==> config.mk <==
export PLATFORM = sky130hd
export DESIGN_NAME = stbs_cmp
export DESIGN_NICKNAME = d
export VERILOG_FILES = /design/src/rtl/stbs_pkg.sv /design/src/rtl/stbs_cmp.sv
export SDC_FILE = /design/constraint.sdc
export NUM_CORES = 1
export LEC_CHECK = 0
export ABC_AREA = 1
export BUFFER_PORTS_ARGS = -buffer_cell sky130_fd_sc_hd__buf_2
export CAP_MARGIN = 15
export CORE_ASPECT_RATIO = 1.25
export CORE_MARGIN = 5
export CORE_UTILIZATION = 47
export DETAILED_ROUTE_END_ITERATION = 10
export MAX_ROUTING_LAYER = met4
export PLACE_DENSITY = 0.95
export REMOVE_ABC_BUFFERS = 1
export SLEW_MARGIN = 30
export SYNTH_ARGS = -nofsm -noshare
export SYNTH_HDL_FRONTEND = slang
export SYNTH_SLANG_ARGS = --single-unit
export TNS_END_PERCENT = 10
==> constraint.sdc <==
create_clock -name vclk -period 4.8
set_input_delay 0.96 -clock vclk [all_inputs]
set_output_delay 0.96 -clock vclk [all_outputs]
set_load 0.01 [all_outputs]
==> src/rtl/stbs_pkg.sv <==
// Shared types and constants for the sorted table binary search block.
package stbs_pkg;

    localparam int DEF_TABLE_DEPTH = 256;
    localparam int DEF_ENTRY_WIDTH = 32;

    localparam int KEY_W   = 32;
    localparam int SLOT_W  = 8;
    localparam int COUNT_W = 9;
    localparam int POS_W   = 8;

    // Input stream layout: tdata = {search_key, entry_value, slot}, tuser = func
    localparam int IN_TDATA_W  = 72;
    localparam int OUT_TDATA_W = 8;

    localparam logic FUNC_LOAD   = 1'b0;
    localparam logic FUNC_SEARCH = 1'b1;

    typedef enum logic [2:0] {
        ST_IDLE,
        ST_RD_LAST,
        ST_RD_FIRST,
        ST_CHK_FIRST,
        ST_PROBE,
        ST_CMP,
        ST_RESULT
    } state_t;

    // Outcome of the shared key/entry comparator
    typedef struct packed {
        logic gt;
        logic lt;
        logic eq;
    } cmp_t;

endpackage

==> src/rtl/stbs_cmp.sv <==
// Shared signed comparator: search key against one table entry.
module stbs_cmp
    import stbs_pkg::*;
#(
    parameter int ENTRY_WIDTH = DEF_ENTRY_WIDTH
)
(
    input  logic signed [KEY_W-1:0]       key,
    input  logic signed [ENTRY_WIDTH-1:0] entry,
    output cmp_t                          result
);

    localparam int CMP_W = (ENTRY_WIDTH > KEY_W) ? ENTRY_WIDTH : KEY_W;

    logic signed [CMP_W-1:0] key_ext;
    logic signed [CMP_W-1:0] entry_ext;

    // Sign-extend both sides to a common width
    assign key_ext   = CMP_W'(key);
    assign entry_ext = CMP_W'(entry);

    assign result.gt = key_ext > entry_ext;
    assign result.lt = key_ext < entry_ext;
    assign result.eq = key_ext == entry_ext;

endmodule

==> flow_summary.ini <==
[timing]
fin_crit_ns = 3.24
rsz0062_at_grt = false
finalHoldViolCount = 0
worst_pin_slew_ns = 0.285
fin_tns_setup_ns = 0
relSlewSlack_pct = 80.8
finalCritPeriodShare_pct = 67.4
maxSlewViolCount = 0
hold_ws_ns = 2.46
setup_viol = 0
fmax_mhz = 309

[route]
wirelength_um = 2090
drt_iter0_drc = 6
dr.pass1.iters = 4
via_count = 1086
viasPerCell = 4.60
drt_drc_violations_left = 0
postRouteAntennaNets = 0
wire_per_inst_um = 8.85

[pwr]
intPower_mw = 0.0520
cellLeakagePower_nw = 0.891
p_sw_share_pct = 50.1
vdd_drop_max_mv = 0.0506
powerDensity_mw_per_mm2 = 79.0
switchingPower_mw = 0.0522
seqPwrFrac_pct = 0
clockPowerShare_pct = 0
power_frac_comb_pct = 100.0

[global_routing]
grt_max_degree = 4
grt_pass1_wl_um = 3650
antenna_found_initial = 0
groute.usage.overall_pct = 14.5
grt_pass1_vias = 1061
grt-ovfl-total = 0

[layout]
clkbuf_count = 0
area_growth_syn_to_layout_pct = 37.5
seq_cell_count = 0
layout.nets = 314
antenna_cells = 0
seq_area_sq_um = 0
drive_above_1_share_pct = 40.3

[cts]
cts_setup_buffers = 0
postCtsResizedCells = 0
hold_buffers = 0

[synthesis]
yosys.cell_count.top_type = inv_1
syn_area_sq_um = 960
syn_avg_cell_area_sq_um = 6.44
syn_inst = 149
synth.top_cell.area_share_pct = 41.7
yosysSeqAreaShare_pct = 0
yosys.area.top_type = ha_1
ys_top_cells_by_count = inv_1, ha_1, nand2_1, a21oi_1, nor2_1
yosysWarnings = 0
synthTopCellsByArea = ha_1, inv_1, nand2_1, a21oi_1, nand2_2
synthDistinctLibCells = 19

[worst_hold_path]
min-delay-start = key[30]
min_path_cells = 6
min_to = result[1]
hold_class = in2out

[flow_run]
max_cap_viol_count = 0

[setup_path]
required_ns = 3.84
critical_path_class = in2out
cp-start-kind = primary input
crit_fanout = 2
worstSetupEndpointType = output port
crit_arrival_ns = 2.28

[place]
gp_congestion = 0.684
io_buffer_count = 67
dp_hpwl_um = 2100

[floorplan]
rows = 18
dieWidth_um = 50.4
die_h_um = 60.5
core_sq_mm = 0.00196
io_pins = 67
start_util_pct = 49.0
fp.dieArea_sq_mm = 0.00305

[run_status]
status = finished clean
## power groups by stage
stage                     sequential (mW)  combinational (mW)  clock, mW
after floorplan                         0              0.0660          0
after CTS                               0               0.107          0
after global routing                    0               0.123          0
after global placement                  0               0.102          0
final                                   0               0.104          0
after detailed placement                0               0.106          0
## stage by stage
step / util, % / power (mW) / cell area [sq um] / worst slack [ns] / std cells
after floorplan: - / 0.0660 / 960 / 1.76 / 149
after global placement: 67.4 / 0.102 / 1320 / 1.59 / 236
after detailed placement: 67.4 / 0.106 / 1320 / 1.55 / 236
after CTS: 67.4 / 0.107 / 1320 / 1.55 / 236
after global routing: 67.4 / 0.123 / 1320 / 1.39 / 236
final: 67.4 / 0.104 / 1320 / 1.56 / 236
## area by class of cell
cell class / count / area (sq um)
repair buffers: 67 / 335
inverters: 41 / 154
well taps: 20 / 25.0
multi-input cells: 108 / 806
fillers: 172 / 639
## critical path, cell delays in order
cell and delay, ns:
buf_2 0.10, ha_1 0.31, a21oi_1 0.16, nor2_1 0.05, nor2_1 0.08, nand2_1 0.09, a21oi_4 0.14, nand2_1 0.06
nand2_1 0.07, nand2_2 0.06, nor2_2 0.06, buf_2 0.13
## logic make-up (layout without fill, tap and decap cells)
logic type	Yosys count	after routing	synth area share, %
compound gates	15	15	9.65
buf+inv	41	108	16.0
simple gates	61	61	32.6
fa+ha+maj	32	32	41.7
## layout by cell type, fill, tap and decap left out
| master | netlist | routed |
|---|---|---|
| a21o_1 | 1 | 1 |
| nor2_1 | 9 | 9 |
| o21ai_0 | 2 | 2 |
| nand2_1 | 30 | 30 |
| nand3_1 | 4 | 4 |
| nand3_2 | 2 | 2 |
| buf_2 | 0 | 67 |
| nor4_2 | 1 | 1 |
| nor3_2 | 1 | 1 |
| inv_2 | 1 | 1 |
| a21oi_2 | 1 | 1 |
| inv_1 | 40 | 40 |
| nor2_4 | 2 | 2 |
| nand2_2 | 7 | 7 |
| nor2_2 | 3 | 3 |
| a21oi_1 | 10 | 10 |
| ha_1 | 32 | 32 |
| a21oi_4 | 1 | 1 |
| nand4_1 | 1 | 1 |
| nor3b_2 | 1 | 1 |
## per-layer routing
layer	share of wire (%)	vias up	GRT usage, %	wire (um)
met5	0	-	-	0
met4	0	0	0	0
met3	9.3	0	1.23	195
met2	51	45	28.9	1070
met1	39	441	16.4	824
li1	-	600	-	-
## how the worst max path moves through the flow
| stage | startpoint | to | slack (ns) | cells past startpoint |
|---|---|---|---|---|
| 3_3_place_gp | key[29] | result[2] | 1.59 | 12 |
| 3_5_place_dp | key[21] | result[2] | 1.55 | 12 |
| 5_1_grt | entry[17] | result[2] | 1.39 | 15 |
| 4_1_cts | key[21] | result[2] | 1.55 | 12 |
| 6_report | key[29] | result[2] | 1.56 | 12 |
| 2_1_floorplan | entry[21] | result[2] | 1.76 | 11 |
Note: power is estimated with default switching activity, not from simulation.
