<file path="src/rtl/stbs_pkg.sv">
// Shared types and constants for the sorted table binary search block.
package stbs_pkg;

    localparam int DEF_TABLE_DEPTH = 256;
    localparam int DEF_ENTRY_WIDTH = 32;

    localparam int KEY_W   = 32;
    localparam int SLOT_W  = 8;
    localparam int COUNT_W = 9;
    localparam int POS_W   = 8;

    // Input stream layout: tdata = {search_key, entry_value, slot}, tuser = func
    localparam int IN_TDATA_W  = 72;
    localparam int OUT_TDATA_W = 8;

    localparam logic FUNC_LOAD   = 1'b0;
    localparam logic FUNC_SEARCH = 1'b1;

    typedef enum logic [2:0] {
        ST_IDLE,
        ST_RD_LAST,
        ST_RD_FIRST,
        ST_CHK_FIRST,
        ST_PROBE,
        ST_CMP,
        ST_RESULT
    } state_t;

    // Outcome of the shared key/entry comparator
    typedef struct packed {
        logic gt;
        logic lt;
        logic eq;
    } cmp_t;

endpackage

</file>
<file path="src/rtl/stbs_ctrl.sv">
// Search sequencer: bound checks, halving of the low/high bounds, result register.
module stbs_ctrl
    import stbs_pkg::*;
#(
    parameter int TABLE_DEPTH = DEF_TABLE_DEPTH,
    localparam int ADDR_W = (TABLE_DEPTH > 1) ? $clog2(TABLE_DEPTH) : 1
)
(
    input  logic                    clk,
    input  logic                    rst_n,
    input  logic                    in_valid,
    input  logic                    in_func,
    input  logic signed [KEY_W-1:0] in_key,
    output logic                    in_ready,
    input  logic [ADDR_W-1:0]       last_idx,
    input  cmp_t                    cmp,
    output logic signed [KEY_W-1:0] key,
    output logic                    rd_en,
    output logic [ADDR_W-1:0]       rd_addr,
    output logic                    out_valid,
    input  logic                    out_ready,
    output logic                    out_found,
    output logic [POS_W-1:0]        out_pos
);

    state_t state_reg, state_next;

    logic signed [KEY_W-1:0] key_reg, key_next;
    logic [ADDR_W-1:0]       lo_reg, lo_next;
    logic [ADDR_W-1:0]       hi_reg, hi_next;
    logic [ADDR_W-1:0]       mid_reg, mid_next;
    logic                    final_reg, final_next;
    logic                    hit_reg, hit_next;
    logic                    out_valid_reg, out_valid_next;
    logic                    out_found_reg, out_found_next;
    logic [POS_W-1:0]        out_pos_reg, out_pos_next;

    logic [ADDR_W:0]   bound_sum;
    logic [ADDR_W-1:0] mid_calc;
    logic              out_free;
    logic              search_go;

    assign bound_sum = {1'b0, lo_reg} + {1'b0, hi_reg};
    assign mid_calc  = bound_sum[ADDR_W:1];
    assign out_free  = !out_valid_reg || out_ready;
    assign search_go = in_valid && (state_reg == ST_IDLE) && (in_func == FUNC_SEARCH);

    // Next state
    always_comb
    begin
        state_next = state_reg;
        unique case (state_reg)
            ST_IDLE:
            begin
                if (search_go)
                begin
                    state_next = ST_RD_LAST;
                end
            end
            ST_RD_LAST:
            begin
                state_next = ST_RD_FIRST;
            end
            ST_RD_FIRST:
            begin
                state_next = cmp.gt ? ST_RESULT : ST_CHK_FIRST;
            end
            ST_CHK_FIRST:
            begin
                state_next = cmp.lt ? ST_RESULT : ST_PROBE;
            end
            ST_PROBE:
            begin
                state_next = ST_CMP;
            end
            ST_CMP:
            begin
                state_next = (cmp.eq || final_reg) ? ST_RESULT : ST_PROBE;
            end
            ST_RESULT:
            begin
                if (out_free)
                begin
                    state_next = ST_IDLE;
                end
            end
            default:
            begin
                state_next = ST_IDLE;
            end
        endcase
    end

    // Outputs and datapath updates
    always_comb
    begin
        in_ready       = 1'b0;
        rd_en          = 1'b0;
        rd_addr        = lo_reg;
        key_next       = key_reg;
        lo_next        = lo_reg;
        hi_next        = hi_reg;
        mid_next       = mid_reg;
        final_next     = final_reg;
        hit_next       = hit_reg;
        out_valid_next = out_valid_reg && !out_ready;
        out_found_next = out_found_reg;
        out_pos_next   = out_pos_reg;
        unique case (state_reg)
            ST_IDLE:
            begin
                in_ready = 1'b1;
                if (search_go)
                begin
                    key_next = in_key;
                    lo_next  = '0;
                    hi_next  = last_idx;
                    hit_next = 1'b0;
                end
            end
            ST_RD_LAST:
            begin
                rd_en   = 1'b1;
                rd_addr = hi_reg;
            end
            ST_RD_FIRST:
            begin
                // Last entry is on the read bus; fetch the first one
                rd_en   = 1'b1;
                rd_addr = '0;
            end
            ST_CHK_FIRST:
            begin
            end
            ST_PROBE:
            begin
                rd_en = 1'b1;
                if (hi_reg > lo_reg)
                begin
                    rd_addr    = mid_calc;
                    mid_next   = mid_calc;
                    final_next = 1'b0;
                end
                else
                begin
                    // Bounds have met: check the one remaining candidate
                    rd_addr    = lo_reg;
                    mid_next   = lo_reg;
                    final_next = 1'b1;
                end
            end
            ST_CMP:
            begin
                if (cmp.eq)
                begin
                    hit_next = 1'b1;
                end
                else if (cmp.gt)
                begin
                    lo_next = mid_reg + ADDR_W'(1);
                end
                else
                begin
                    hi_next = mid_reg;
                end
            end
            ST_RESULT:
            begin
                if (out_free)
                begin
                    out_valid_next = 1'b1;
                    out_found_next = hit_reg;
                    out_pos_next   = hit_reg ? POS_W'(mid_reg) : '0;
                end
            end
            default:
            begin
            end
        endcase
    end

    always_ff @(posedge clk or negedge rst_n)
    begin
        if (!rst_n)
        begin
            state_reg     <= ST_IDLE;
            out_valid_reg <= 1'b0;
        end
        else
        begin
            state_reg     <= state_next;
            out_valid_reg <= out_valid_next;
        end
    end

    always_ff @(posedge clk)
    begin
        key_reg       <= key_next;
        lo_reg        <= lo_next;
        hi_reg        <= hi_next;
        mid_reg       <= mid_next;
        final_reg     <= final_next;
        hit_reg       <= hit_next;
        out_found_reg <= out_found_next;
        out_pos_reg   <= out_pos_next;
    end

    assign key       = key_reg;
    assign out_valid = out_valid_reg;
    assign out_found = out_found_reg;
    assign out_pos   = out_pos_reg;

endmodule

</file>
<file path="config.mk">
export PLATFORM = sky130hd
export DESIGN_NAME = stbs_ctrl
export DESIGN_NICKNAME = d
export VERILOG_FILES = /design/src/rtl/stbs_pkg.sv /design/src/rtl/stbs_ctrl.sv
export SDC_FILE = /design/constraint.sdc
export NUM_CORES = 1
export LEC_CHECK = 0
export BUFFER_PORTS_ARGS = -buffer_cell sky130_fd_sc_hd__buf_2
export CORE_MARGIN = 2
export CORE_UTILIZATION = 38
export DETAILED_ROUTE_END_ITERATION = 8
export PLACE_DENSITY = 0.61
export SYNTH_ARGS = -nofsm -noshare
export SYNTH_HDL_FRONTEND = slang
export SYNTH_SLANG_ARGS = --single-unit
</file>
<file path="constraint.sdc">
create_clock -name clk -period 6.9 [get_ports clk]
set_clock_uncertainty 0.05 [all_clocks]
set_input_delay 1.725 -clock clk [delete_from_list [all_inputs] [get_ports clk]]
set_output_delay 1.725 -clock clk [all_outputs]
set_load 0.05 [all_outputs]
</file>
==> impl_metrics.toml, run 1 <==
[yosys]
synth.top_cells.by_area = "edfxtp_1, ha_1, nand2_1"
synth_top_cell_area_share_pct = 59.8
synth_nets = 337
synth_edf_count = 67
async_flop_share_pct = 5.63
syn_inst = 271
syn_area_um2 = 3370
syn_area_per_cell_um2 = 12.4
synth_cell_type_count = 43
ys.flop_type = "edfxtp_1"
yosys_register_bits = 71
ys_seq_area_share_pct = 62.8
yosysTopAreaCell = "edfxtp_1"
yosys_warnings = 0

[setup_path]
r2r-start = "lo_reg[1]"
setup.worst_path.start_class = "flop"
max_stage_delay_ps = 960
cp_max_fo = 9
crit_required_ps = 5120
crit_family = "compound AO/OA/AOI/OAI gates"
r2r_end = "mid_reg[0]"
cp_cell_sequence = "inv_1 -> ha_1 -> nor2b_1 -> o211ai_1 -> a21oi_1 -> o22ai_1 -> mux2i_1 -> o21ai_0 -> buf_2"
reg2reg_depth = 8
reg2reg_slack_ps = 4010
path_class = "reg -> out"
crit_path_top_delay_cell = "o22ai_1"
cp-startpoint = "lo_reg[1]"
worst-path-buf-inv = 2
end_kind = "output pin"
cp.arrival_ps = 3300

[placement]
gp_congestion = 0.874
dp_hpwl_mm = 5.52
port_buffers = 99
dp_cells = 472

[run]
max-cap-violations = 0

[final_layout]
final_common_cell = "buf_2"
largest_register_ff_count = 32
layout.cells.non_filler = 487
syn2layout_area_growth_pct = 23.6
nFillCells = 801
antenna_cells = 0
final_nets = 441
final_layout_size_suffix_gt1_share_pct = 31.7
final_cell_mix = "buf_2, edfxtp_1, nand2_1"

[route]
vias = 2399
via_per_inst = 4.93
firstDrtPassIters = 4
drc = 0
antenna_left = 0
wl_mm = 7.49
wl_per_cell_um = 15.4
drtIter0Drc = 128

[grt]
grt_usage_pct = 16.1
grt_pass1_vias = 2445
grt_pass1_wl_mm = 12.1
overflow = 0
antenna_found_initial = 0
grt_max_degree = 33

[clocking]
post_cts_resized = 0
clock-root-buffer = "clkbuf_8"
numCtsBuffers = 9
cts_tree = "done"
path_clk_slew_ps = 70
ctsHoldBuffers = 0
clock_path_buffers = 2
clkSinkCount = 71
cts_setup_buffers = 0
insertion_delay_ps = 350
htree_levels = 3

[sta]
worst_pin_slew_ps = 1280
relSlewSlack_pct = 14.6
final.setup.tns_ps = 0
fmax_ghz = 0.197
final-max-slew-violation-count = 0
final_hold_viol_count = 0
fin_crit_ps = 5080
period_share_pct = 73.6
rsz0062_at_grt = "false"
setup-violations-final = 0
whs_ps = 528

[run_status]
outcome = "finished, final reports clean"

[floorplan]
dieArea_um2 = 9630
num_rows = 34
ios = 100
core_area_um2 = 8640
start_util_pct = 39.0
dieWidth_um = 98.1
die_y_um = 98.1

[worst_hold_path]
whs_endpoint = "out_valid"
hold_path_depth = 2
holdCritStartpoint = "out_valid"
hp-class = "reg -> reg"

[pwr]
power_frac_seq_pct = 38.3
p_clk_share_pct = 18.9
switchingPower_uw = 782
peakVddDrop_uv = 206
intPower_uw = 973
p_sw_share_pct = 44.6
total_power_uw = 1760
comb_power_share_pct = 42.8
p_per_area_nw_per_um2 = 422
p_leak_uw = 0.00181
-- worst min-delay path, cell delays in order, from the launching register on --
cell and delay (ps):
dfrtp_1 350, nand2b_1 100, o21ai_0 100
-- power groups by stage --
| stage | clock, uW | sequential, uW | combinational (uW) |
|---|---|---|---|
| 3_3_place_gp | 0 | 682 | 743 |
| 2_1_floorplan | 0 | 737 | 513 |
| 3_5_place_dp | 0 | 682 | 753 |
| 4_1_cts | 342 | 674 | 756 |
| 5_1_grt | 358 | 686 | 819 |
| 6_report | 331 | 672 | 752 |
-- metal layers --
layer / GRT usage (%) / vias to the layer above / share of wire (%)
met5: 0 / - / 0
met4: 6.73 / 0 / 1.2
met3: 3.08 / 11 / 5.8
met2: 25.9 / 77 / 49
met1: 21.5 / 1145 / 44
li1: - / 1166 / -
-- cells in the mapped netlist (5+ instances only) --
| cell type | number |
|---|---|
| nand3_1 | 7 |
| edfxtp_1 | 67 |
| inv_1 | 20 |
| nand2_1 | 41 |
| mux2i_1 | 7 |
| a21o_1 | 7 |
| a21oi_1 | 7 |
| xor2_1 | 5 |
| nor2_1 | 14 |
| and2_1 | 9 |
| ha_1 | 17 |
| xnor2_1 | 7 |
| o21ai_0 | 14 |
-- metrics by stage --
| step | cell area, um2 | worst slack [ps] | util, % |
|---|---|---|---|
| finish | 4160 | 1820 | 48.2 |
| global route | 4160 | 1450 | 48.2 |
| CTS | 4160 | 1810 | 48.2 |
| detailed placement | 3960 | 2210 | 45.9 |
| global placement | 3960 | 2330 | 45.9 |
| floorplan | 3370 | 2510 | - |
-- cells by family after synthesis --
kind of cell             Yosys count  synth area share (%)
AO/OA/AOI/OAI                     42                  8.25
flip-flops                        71                  62.8
adder cells (fa/ha/maj)           18                  6.91
multiplexers                       8                  2.53
XOR/XNOR                          12                  3.12
AND/OR/NAND/NOR                   91                  12.7
buffers and inverters             29                  3.75
-- worst max path at each step --
| stage | endpoint | depth (start not counted) |
|---|---|---|
| 3_3_place_gp | rd_addr[4] | 9 |
| 5_1_grt | rd_addr[0] | 9 |
| 4_1_cts | rd_addr[1] | 9 |
| 2_1_floorplan | rd_addr[1] | 6 |
| 3_5_place_dp | rd_addr[3] | 9 |
| 6_report | rd_addr[0] | 9 |
-- final cells by class --
cell class                      instances  area, um2  area share (%)
Clock inverter                          6       71.3            1.71
Timing Repair Buffer                  101        510            12.3
Tap cell                              108        135            3.25
Inverter                               21       78.8            1.90
Sequential cell                        71       2110            50.8
Multi-Input combinational cell        171       1130            27.1
Clock buffer                            9        124            2.98
(Power assumes the default switching activity.)
==> run 2, diff against run 1 <==
- clock period: 6.9 -> 4.68 ns (I/O delays scaled with it)
==> run 2 against run 1 <==
Via count down 0.25%. Setup slack lost 1200 ps. Register-to-register slack got worse by 1900 ps. Critical endpoint is now rd_addr[1]. Largest cell class unchanged. Largest power group unchanged. Highest routed layer unchanged.
==> impl_metrics.toml, run 2 (same netlist as run 1, synthesis figures left out) <==
[floorplan]
dieWidth_um = 98.1
die_y_um = 98.1
num_rows = 34
dieArea_um2 = 9630
ios = 100
start_util_pct = 39.0
core_area_um2 = 8640

[sta]
final.setup.tns_ps = 0
whs_ps = 510
setup-violations-final = 0
final_hold_viol_count = 0
fin_crit_ps = 4080
rsz0062_at_grt = "false"
worst_pin_slew_ps = 1210
relSlewSlack_pct = 19.1
final-max-slew-violation-count = 0
fmax_ghz = 0.245
period_share_pct = 87.1

[final_layout]
antenna_cells = 0
final_nets = 441
regArea_um2 = 2110
nFillCells = 829
final_cell_mix = "buf_2, edfxtp_1, nand2_1"
final_common_cell = "buf_2"
fin_util_pct = 48.4
syn2layout_area_growth_pct = 24.1
final_layout_size_suffix_gt1_share_pct = 32.1
largest_register_ff_count = 32
multi_input_area_um2 = 1140

[placement]
gp_congestion = 0.885
dp_hpwl_mm = 5.51
port_buffers = 99

[grt]
top_usage_layer = "met2"
overflow = 0
grt_max_degree = 33
antenna_found_initial = 0
grt_pass1_vias = 2273
met3_usage_pct = 3.72
grtUsageMet1_pct = 20.9
globalRouteMet2Util_pct = 24.5
grt_usage_pct = 15.7
grt_pass1_wl_mm = 11.7

[pwr]
peakVddDrop_uv = 345
comb_power_share_pct = 42.7
p_leak_uw = 0.00182
power_frac_seq_pct = 37.8
switchingPower_uw = 1180
p_sw_share_pct = 44.9
p_clk_share_pct = 19.5
intPower_uw = 1440
total_power_uw = 2620
p_per_area_nw_per_um2 = 628

[clocking]
ctsHoldBuffers = 0
cts_setup_buffers = 0
clkSinkCount = 71
clock_path_buffers = 2
htree_levels = 3
cts_tree = "done"
numCtsBuffers = 9
clock-root-buffer = "clkbuf_8"
insertion_delay_ps = 350
path_clk_slew_ps = 80

[route]
wl_mm = 7.55
firstDrtPassIters = 4
drtIter0Drc = 105
vias = 2393
wl_per_cell_um = 15.5
via_per_inst = 4.90
antenna_left = 0
drc = 0

[setup_path]
cp_max_fo = 9
end_kind = "output pin"
path_class = "reg -> out"
cp.arrival_ps = 2860
crit_required_ps = 3460
setup.worst_path.start_class = "flop"

[run_status]
outcome = "finished, final reports clean"

[run]
max-cap-violations = 0

[worst_hold_path]
hp-class = "reg -> reg"
[run 2: cell types whose count changed in the layout (fill, tap and decap cells not counted)]
cell,delta
clkinv_1,+1
clkinv_4,-2
clkinvlp_4,-1
inv_6,+2
inv_8,+1
o22ai_1,-1
o22ai_2,+1
o31ai_1,-1
o31ai_2,+1
[run 2: final timing paths]
check	start	end	slack (ps)	depth (start not counted)
min in group asynchronous	rst_n	state_reg[0]	570	1
hold reg to reg	out_valid	out_valid	510	2
setup reg to reg	state_reg[2]	hi_reg[0]	2080	2
setup / recovery	lo_reg[1]	rd_addr[1]	600	9
max in group asynchronous	rst_n	state_reg[1]	3890	1
hold / removal	out_valid	out_valid	510	2
[run 2: worst max-delay path: stages (launching register included)]
cell and delay, ps:
edfxtp_1 390, inv_1 150, ha_1 290, nor2b_1 140, o211ai_1 150, a21oi_1 100
o22ai_2 530, mux2i_1 350, a21o_1 150, buf_2 250
[run 2: layout make-up]
type / count / share of cell area, %
Clock inverter: 7 / 1.89
Clock buffer: 9 / 2.96
Multi-Input combinational cell: 171 / 27.3
Timing Repair Buffer: 101 / 12.2
Sequential cell: 71 / 50.6
Tap cell: 108 / 3.23
Inverter: 21 / 1.89
[run 2: routing by layer]
metal	vias to the layer above	wire, um
li1	1164	-
met1	1147	3450
met2	74	3540
met3	8	453
met4	0	108
met5	-	0
[run 2: power by group through the flow]
stage,Sequential (uW),Combinational (uW),Clock (uW)
after detailed placement,1010,1120,0
after global placement,1010,1120,0
after global routing,1010,1210,546
final,991,1120,511
after CTS,992,1130,521
after floorplan,1090,757,0
[run 2: what timing repair did]
item                                   4_1_cts  5_1_grt
gates resized for setup                      0        1
endpoints found under the hold margin        0        0
setup endpoints to repair                    0        4
[run 2: metrics by stage]
stage | cells | area, um2 | worst slack (ps)
floorplan | 271 | 3370 | 849
global placement | 472 | 3970 | 579
detailed placement | 472 | 3970 | 516
CTS | 488 | 4170 | 123
global route | 488 | 4180 | 414
finish | 488 | 4180 | 602
